`config.mk`:
```
export PLATFORM = sky130hd
export DESIGN_NAME = multi_stack_in_one_memory_top
export DESIGN_NICKNAME = d
export VERILOG_FILES = /design/src/sv/mstk_pkg.sv /design/src/sv/mstk_ctrl.sv /design/src/sv/mstk_dp.sv /design/src/sv/multi_stack_in_one_memory_top.sv
export SDC_FILE = /design/constraint.sdc
export NUM_CORES = 2
export LEC_CHECK = 0
export BUFFER_PORTS_ARGS = -buffer_cell sky130_fd_sc_hd__buf_2
export CAP_MARGIN = 20
export CORE_MARGIN = 2
export CORE_UTILIZATION = 42
export DETAILED_ROUTE_END_ITERATION = 12
export GPL_TIMING_DRIVEN = 0
export PLACE_DENSITY_LB_ADDON = 0.12
export REMOVE_ABC_BUFFERS = 1
export SYNTH_ARGS = -nofsm -noshare
export SYNTH_HDL_FRONTEND = slang
export SYNTH_SLANG_ARGS = --single-unit
```
`constraint.sdc`:
```
create_clock -name clk -period 8.44 [get_ports clk]
set_clock_uncertainty 0.1 [all_clocks]
set_input_delay 0 -clock clk [delete_from_list [all_inputs] [get_ports clk]]
set_output_delay 0 -clock clk [all_outputs]
set_load 0.005 [all_outputs]
```
`src/sv/mstk_pkg.sv`:
```
// Shared types, codes and defaults for the multi-stack engine.
package mstk_pkg;

	// Default configuration of the engine
	localparam int NUM_STACKS_DEF = 3;
	localparam int MAX_DEPTH_DEF  = 16;
	localparam int DATA_WIDTH_DEF = 32;

	// Capacity register
	localparam int         CAP_W     = 5;
	localparam logic [4:0] CAP_RESET = 5'd16;

	// Operation codes (any other code acts as a peek)
	localparam logic [1:0] FUNC_PUSH = 2'd0;
	localparam logic [1:0] FUNC_POP  = 2'd1;
	localparam logic [1:0] FUNC_PEEK = 2'd2;

	// Status codes
	localparam logic [1:0] STAT_OK    = 2'd0;
	localparam logic [1:0] STAT_FULL  = 2'd1;
	localparam logic [1:0] STAT_EMPTY = 2'd2;

	// Input transaction
	typedef struct packed {
		logic [1:0]         func;
		logic [1:0]         stack_id;
		logic signed [31:0] push_value;
	} op_item_t;

	// Output transaction
	typedef struct packed {
		logic [1:0]         status;
		logic signed [31:0] top_value;
		logic [4:0]         count;
		logic               now_empty;
		logic               now_full;
	} op_result_t;

	// Controller to datapath commands
	typedef struct packed {
		logic load_item;
		logic exec;
		logic load_result;
	} ctrl_cmd_t;

	// Datapath to controller status
	typedef struct packed {
		logic res_free;
	} dp_stat_t;

endpackage

```
`src/sv/mstk_ctrl.sv`:
```
// Sequencer for the multi-stack engine: accept, execute, respond.
module mstk_ctrl (
	input  logic                  clk,
	input  logic                  arst_n,
	input  logic                  in_valid,
	output logic                  in_stall,
	input  mstk_pkg::dp_stat_t    stat,
	output mstk_pkg::ctrl_cmd_t   cmd
);
	import mstk_pkg::*;

	localparam logic [1:0] S_IDLE = 2'd0;
	localparam logic [1:0] S_EXEC = 2'd1;
	localparam logic [1:0] S_RESP = 2'd2;

	logic [1:0] state_q;
	logic [1:0] state_d;

	// Next state and command decode
	always_comb begin
		state_d = state_q;
		cmd     = '0;
		unique case (state_q)
			S_IDLE: begin
				if (in_valid) begin
					cmd.load_item = 1'b1;
					state_d       = S_EXEC;
				end
			end
			S_EXEC: begin
				cmd.exec = 1'b1;
				state_d  = S_RESP;
			end
			S_RESP: begin
				if (stat.res_free) begin
					cmd.load_result = 1'b1;
					state_d         = S_IDLE;
				end
			end
			default: begin
				state_d = S_IDLE;
			end
		endcase
	end

	assign in_stall = (state_q != S_IDLE);

	always_ff @(posedge clk or negedge arst_n) begin
		if (!arst_n) begin
			state_q <= S_IDLE;
		end else begin
			state_q <= state_d;
		end
	end

endmodule

```
`src/sv/mstk_dp.sv`:
```
// Datapath of the multi-stack engine: counts, capacity, shared memory, result register.
module mstk_dp #(
	parameter int NUM_STACKS = mstk_pkg::NUM_STACKS_DEF,
	parameter int MAX_DEPTH  = mstk_pkg::MAX_DEPTH_DEF,
	parameter int DATA_WIDTH = mstk_pkg::DATA_WIDTH_DEF
) (
	input  logic                  clk,
	input  logic                  arst_n,
	input  mstk_pkg::ctrl_cmd_t   cmd,
	output mstk_pkg::dp_stat_t    stat,
	input  mstk_pkg::op_item_t    item,
	input  logic                  cfg_we,
	input  logic [4:0]            cfg_wdata,
	output logic                  res_valid,
	input  logic                  res_stall,
	output mstk_pkg::op_result_t  result
);
	import mstk_pkg::*;

	localparam int MEM_DEPTH = NUM_STACKS * MAX_DEPTH;
	localparam int AW        = $clog2(MEM_DEPTH);
	localparam int CW        = $clog2(MAX_DEPTH + 1);
	localparam int SW        = $clog2(NUM_STACKS);

	// Capacity as used: zero acts as one, large values clip to the slice size
	function automatic logic [CW-1:0] eff_cap_f(input logic [4:0] c);
		int v;
		v = int'(c);
		if (v == 0) v = 1;
		if (v > MAX_DEPTH) v = MAX_DEPTH;
		return CW'(v);
	endfunction

	op_item_t            item_q;
	logic [CW-1:0]       cap_q;
	logic [CW-1:0]       cnt_q [NUM_STACKS];
	logic [DATA_WIDTH-1:0] stack_mem_q [MEM_DEPTH];
	logic [DATA_WIDTH-1:0] rd_data_q;

	logic [1:0]          status_s2;
	logic [CW-1:0]       cnt_s2;
	logic                full_s2;
	logic                fwd_s2;
	logic [DATA_WIDTH-1:0] fwd_val_s2;

	logic                res_valid_q;
	op_result_t          result_q;

	logic                sel_ok;
	logic [SW-1:0]       sid;
	logic [CW-1:0]       cur_cnt;
	logic                is_push;
	logic                is_pop;
	logic                cur_full;
	logic                cur_empty;
	logic                push_ok;
	logic                pop_ok;
	logic [1:0]          status_d;
	logic [CW-1:0]       new_cnt;
	logic [AW:0]         base;
	logic [AW:0]         top_sum;
	logic [AW-1:0]       top_addr;
	logic [DATA_WIDTH-1:0] wdata;
	logic [DATA_WIDTH-1:0] top_entry;

	// Operation decode against the selected stack
	assign sel_ok    = (32'(item_q.stack_id) < NUM_STACKS);
	assign sid       = SW'(item_q.stack_id);
	assign cur_cnt   = sel_ok ? cnt_q[sid] : '0;
	assign is_push   = (item_q.func == FUNC_PUSH);
	assign is_pop    = (item_q.func == FUNC_POP);
	assign cur_full  = (cur_cnt >= cap_q);
	assign cur_empty = (cur_cnt == '0);
	assign push_ok   = sel_ok && is_push && !cur_full;
	assign pop_ok    = sel_ok && is_pop && !cur_empty;
	assign wdata     = DATA_WIDTH'($unsigned(item_q.push_value));

	always_comb begin
		if (is_push) begin
			status_d = (!sel_ok || cur_full) ? STAT_FULL : STAT_OK;
		end else begin
			status_d = (!sel_ok || cur_empty) ? STAT_EMPTY : STAT_OK;
		end
	end

	always_comb begin
		if (push_ok) begin
			new_cnt = cur_cnt + CW'(1);
		end else if (pop_ok) begin
			new_cnt = cur_cnt - CW'(1);
		end else begin
			new_cnt = cur_cnt;
		end
	end

	// Top entry address; in range only for an existing stack that is not left empty
	assign base     = (AW + 1)'(sid) * (AW + 1)'(cap_q);
	assign top_sum  = base + (AW + 1)'(new_cnt) - (AW + 1)'(1);
	assign top_addr = top_sum[AW-1:0];

	// Input item and capacity register
	always_ff @(posedge clk) begin
		if (cmd.load_item) begin
			item_q <= item;
		end
	end

	always_ff @(posedge clk or negedge arst_n) begin
		if (!arst_n) begin
			cap_q <= eff_cap_f(CAP_RESET);
		end else if (cfg_we) begin
			cap_q <= eff_cap_f(cfg_wdata);
		end
	end

	// Fill counts
	always_ff @(posedge clk or negedge arst_n) begin
		if (!arst_n) begin
			for (int i = 0; i < NUM_STACKS; i++) begin
				cnt_q[i] <= '0;
			end
		end else if (cmd.exec && sel_ok) begin
			cnt_q[sid] <= new_cnt;
		end
	end

	// Shared memory: write on push, registered read otherwise
	always_ff @(posedge clk) begin
		if (cmd.exec && push_ok) begin
			stack_mem_q[top_addr] <= wdata;
		end
		if (cmd.exec && !push_ok) begin
			rd_data_q <= stack_mem_q[top_addr];
		end
	end

	// Execute stage results
	always_ff @(posedge clk) begin
		if (cmd.exec) begin
			status_s2  <= status_d;
			cnt_s2     <= sel_ok ? new_cnt : '0;
			full_s2    <= sel_ok && (new_cnt >= cap_q);
			fwd_s2     <= push_ok;
			fwd_val_s2 <= wdata;
		end
	end

	// Pushed value is the new top; skip the memory for it
	assign top_entry = fwd_s2 ? fwd_val_s2 : rd_data_q;

	// Output register
	always_ff @(posedge clk or negedge arst_n) begin
		if (!arst_n) begin
			res_valid_q <= 1'b0;
		end else if (cmd.load_result) begin
			res_valid_q <= 1'b1;
		end else if (!res_stall) begin
			res_valid_q <= 1'b0;
		end
	end

	always_ff @(posedge clk) begin
		if (cmd.load_result) begin
			result_q.status    <= status_s2;
			result_q.top_value <= (cnt_s2 == '0) ? '0 : $signed(32'(top_entry));
			result_q.count     <= 5'(cnt_s2);
			result_q.now_empty <= (cnt_s2 == '0);
			result_q.now_full  <= full_s2;
		end
	end

	assign stat.res_free = !res_valid_q || !res_stall;
	assign res_valid     = res_valid_q;
	assign result        = result_q;

endmodule

```
`src/sv/multi_stack_in_one_memory_top.sv`:
```
// Top level of the multi-stack engine: controller plus datapath.
//
// NUM_STACKS stacks share one memory; stack s owns the slice that starts at
// s * capacity. The capacity register is written through the cfg channel
// (cfg_valid/cfg_ready, ready always high); the user must write it only
// while the engine is idle, as the block itself does not enforce this.
// Input transactions (in_valid/in_stall, payload in_data) push, pop or peek
// one stack. Each yields one output transaction (out_valid/out_stall,
// payload out_data) with status, new top value, count and flags.
// The controller accepts an item in S_IDLE, executes it in S_EXEC (one
// memory write or one registered read), loads its result into the output
// register in S_RESP once that is free, and only then takes another item.
// The next item is accepted while a finished result still waits in the
// output register. If the receiver stalls and the output register is full,
// the next result holds in the datapath and input stays stalled.
// Reset clears all counts, sets capacity to 16 and empties the output; the
// memory is not cleared (the top value of an empty stack reads as zero).
module multi_stack_in_one_memory_top #(
	parameter int NUM_STACKS = mstk_pkg::NUM_STACKS_DEF,
	parameter int MAX_DEPTH  = mstk_pkg::MAX_DEPTH_DEF,
	parameter int DATA_WIDTH = mstk_pkg::DATA_WIDTH_DEF
) (
	input  logic                  clk,
	input  logic                  arst_n,
	input  logic                  in_valid,
	output logic                  in_stall,
	input  mstk_pkg::op_item_t    in_data,
	output logic                  out_valid,
	input  logic                  out_stall,
	output mstk_pkg::op_result_t  out_data,
	input  logic                  cfg_valid,
	output logic                  cfg_ready,
	input  logic [4:0]            cfg_data
);
	import mstk_pkg::*;

	ctrl_cmd_t cmd;
	dp_stat_t  stat;

	assign cfg_ready = 1'b1;

	mstk_ctrl u_ctrl (
		.clk      (clk),
		.arst_n   (arst_n),
		.in_valid (in_valid),
		.in_stall (in_stall),
		.stat     (stat),
		.cmd      (cmd)
	);

	mstk_dp #(
		.NUM_STACKS (NUM_STACKS),
		.MAX_DEPTH  (MAX_DEPTH),
		.DATA_WIDTH (DATA_WIDTH)
	) u_dp (
		.clk       (clk),
		.arst_n    (arst_n),
		.cmd       (cmd),
		.stat      (stat),
		.item      (in_data),
		.cfg_we    (cfg_valid && cfg_ready),
		.cfg_wdata (cfg_data),
		.res_valid (out_valid),
		.res_stall (out_stall),
		.result    (out_data)
	);

	// One item at a time: an accepted transaction stalls the input next cycle
	assert property (@(posedge clk) disable iff (!arst_n)
		in_valid && !in_stall |=> in_stall)
		else $error("input accepted while an item was in flight");

	// An empty stack reports no entries and a zero top
	assert property (@(posedge clk) disable iff (!arst_n)
		out_valid && out_data.now_empty |-> out_data.count == 5'd0 &&
			out_data.top_value == 32'sd0)
		else $error("empty result with nonzero count or top");

	// An empty error always leaves the stack empty
	assert property (@(posedge clk) disable iff (!arst_n)
		out_valid && out_data.status == STAT_EMPTY |-> out_data.now_empty)
		else $error("empty status on a nonempty stack");

endmodule

```
==> impl_metrics.csv <==
group,metric,value,unit
status,outcome,"complete, no violations",
grt,grt_pass1_vias,36300,
synthesis,synth_ff_type,"edfxtp_1",
critical_path,crit_family,"simple AND/OR/NAND/NOR gates",
synthesis,syn-cell-area,66300,sq um
grt,grt_pass1_wl,289000,um
critical_path,crit_top_cell,"buf_16",
cells_and_area,area_growth,20.2,%
cells_and_area,final_common_cell,"edfxtp_1",
timing,finalSetupViolations,0,
synthesis,ys_seq_area_share,77.3,%
synthesis,synth-adder-area-share,0.517,%
timing,post-route-period-util,97.3,%
cells_and_area,final_cell_mix,"1686 x edfxtp_1, 190 x mux2i_1, 183 x clkbuf_16",
detailed_routing,first_iter_violations,5014,
worst_hold_path,whs_path_depth,3,
detailed_routing,viasPerCell,6.08,
clocking,h-tree-depth,4,
grt,antenna_found_initial,6,
synthesis,synthXorXnorAreaFrac,0.219,%
critical_path,arrival,8620,ps
clocking,insertion_delay,800,ps
synthesis,synthMuxAreaShare,8.82,%
detailed_routing,vias,37800,
critical_path,crit_path_top_delay_cell,"fa_4",
critical_path,required,8850,ps
placement,dp_hpwl,128000,um
clocking,clk_pin_slew,60,ps
timing,rsz0062_at_grt,"false",
clocking,numCtsBuffers,176,
cells_and_area,final.fill_count,12600,
critical_path,reg2regPathDepth,20,
synthesis,synth_compound_area_share,7.99,%
critical_path,critPathKind,"reg -> reg",
detailed_routing,wl,211000,um
critical_path,endpoint_kind,"flop",
floorplan,row_count,145,
detailed_routing,drcViolationCount,0,
worst_hold_path,min_from,"out_stall",
timing,tightest_slew,1210,ps
cells_and_area,fin_nets,4086,
critical_path,r2r-start,"u_dp.sid[0]",
floorplan,core,156000,sq um
placement,gp_congestion,0.753,
clocking,clock_path_buffers,3,
synthesis,async_flop_share,1.35,%
job,drv_cap,0,
grt,grt-ovfl-total,0,
grt,grt_usage,25.7,%
synthesis,synth_top_family_by_area,"multiplexers",
clocking,cts_tree,"yes",
detailed_routing,ant_nets,0,
cells_and_area,stdcell_area,79700,sq um
critical_path,crit_path_max_incr_delay,700,ps
grt,grt_max_degree,77,
clocking,clock-sinks,1709,
detailed_routing,drt_pass1_iterations,6,
timing,fin_setup_tns,0,ps
timing,fmax,0.122,GHz
synthesis,netlist_instances,3652,
synthesis,ys_warn_count,0,
floorplan,die_h,401,um
floorplan,dieArea,161000,sq um
critical_path,crit_path_start_kind,"flop",
synthesis,synth-simple-area-share,3.16,%
floorplan,initial_core_util,42.4,%
timing,max_slew_margin,18.9,%
timing,hold_violations,0,
critical_path,r2r_slack,230,ps
placement,port_buffers,88,
synthesis,synth_edf_count,1686,
synthesis,postSynthAreaPerCell,18.1,sq um
placement,dpl_cell_area,72900,sq um
floorplan,ios,90,
timing,final-max-slew-violation-count,0,
critical_path,worstPathCellList,"buf_4 > o21ai_0 > ha_1 > a21o_1 > a221o_1 > a2111o_4 > clkinv_4 > o2bb2ai_4 > xnor2_2 > inv_1 > fa_1 > fa_4 > buf_16 > buf_16 > and3b_4 > buf_12 > nand2_1 > nor2_4 > buf_12 > buf_16",
critical_path,path_max_fanout,51,
worst_hold_path,hold_class,"in -> reg",
worst_hold_path,hold_path_end,"u_dp.result[40]",
critical_path,cp_num_buf_inv,8,
clocking,root_buffer,"clkbuf_16",
synthesis,synth.ff_latch_count,1709,
detailed_routing,wl_per_cell,33.9,um
cells_and_area,drive_above_1_share,21.2,%
floorplan,die_x,401,um
synthesis,synth.distinct_cells,81,
timing,period_minus_slack,8210,ps
critical_path,r2r_end,"u_dp.stack_mem_q[27][17]",
-- through the flow --
stage	cells	util, %	hold slack [ps]	worst slack, ps
detailed placement	5747	46.6	-65.9	-1350
floorplan	3419	-	-396	-9790
finish	6213	50.9	122	226
global route	6207	50.9	140	16.0
CTS	6184	50.8	51.4	30.0
global placement	5565	43.5	-61.8	-41730
-- tightest hold or removal path, stage by stage --
cell and delay [ps]:
dlygate4sd3_1 520, buf_2 130, a21oi_4 170
-- worst max-delay path by stage --
stage,start,endpoint,slack (ps),cells after the start
3_5_place_dp,u_dp.sid[1],u_dp.stack_mem_q[38][2],-1350,20
6_report,u_dp.sid[0],u_dp.stack_mem_q[27][17],230,20
4_1_cts,u_dp.sid[0],u_dp.stack_mem_q[27][9],30,21
5_1_grt,u_dp.sid[1],u_dp.stack_mem_q[27][9],20,22
3_3_place_gp,u_dp.sid[1],u_dp.rd_data_q[22],-41730,15
2_1_floorplan,u_dp.sid[1],u_dp.stack_mem_q[38][0],-9790,14
-- flip-flops by register name, summed over array words and instances (netlist names), 2 cells and up --
signal	cells
u_dp.cap_q	5
u_dp.fwd_val_s2	32
u_dp.cnt_s2	5
u_dp.wdata	32
u_ctrl.state_q	2
u_dp.item_q	2
u_dp.stack_mem_q	1536
u_dp.rd_data_q	32
u_dp.sid	2
u_dp.result	41
u_dp.cnt_q	15
u_dp.status_s2	2
-- area by class of cell --
type	count	area, sq um	share of cell area [%]
antenna	6	15.0	0.0188
clock buffer	239	4770	5.99
clock inverter	73	389	0.488
inverter	31	141	0.177
multi-input combinational	1679	14300	18.0
sequential	1709	51200	64.3
tap	2058	2570	3.23
timing repair buffer	418	6230	7.82
-- routing by layer --
metal | up-vias | global-route usage [%] | wire length [um]
met5 | - | 0 | 0
met4 | 0 | 7.42 | 5630
met1 | 20100 | 36.4 | 88500
li1 | 15600 | - | -
met2 | 1783 | 39.7 | 96700
met3 | 319 | 6.29 | 20000
-- cells by family after synthesis --
| logic type | after synthesis |
|---|---|
| simple gates | 492 |
| other cells | 1 |
| flops | 1709 |
| buf+inv | 264 |
| compound gates | 718 |
| fa+ha+maj | 25 |
| mux | 429 |
| xor+xnor | 14 |
-- timing repair --
action / CTS / global route
setup endpoints to repair: 1322 / 925
resized for setup: 3 / 1
setup buffers: 27 / 21
hold buffers: 98 / 0
pin swaps: 17 / 7
endpoints found under the hold margin: 144 / 0
gates cloned: 0 / 1
-- cells in the mapped netlist (all sizes together), types with 21 or more instances --
master	n	area share [%]
a21oi	145	1.1
o221ai	38	0.50
ha	21	0.40
nor2	238	1.4
o211ai	32	0.36
mux2i	191	2.9
nand3	41	0.32
dfrtp	22	0.83
edfxtp	1686	76
a22oi	89	1.0
o22ai	25	0.25
a221o	24	0.36
nand2	150	0.85
clkbuf	56	0.32
o21ai	90	0.68
mux2	128	2.2
buf	177	1.5
inv	30	0.17
mux4	110	3.7
a221oi	161	2.1
Power is not shown: default switching activity piles up to over one toggle a cycle in this logic, so the estimate is an artifact.
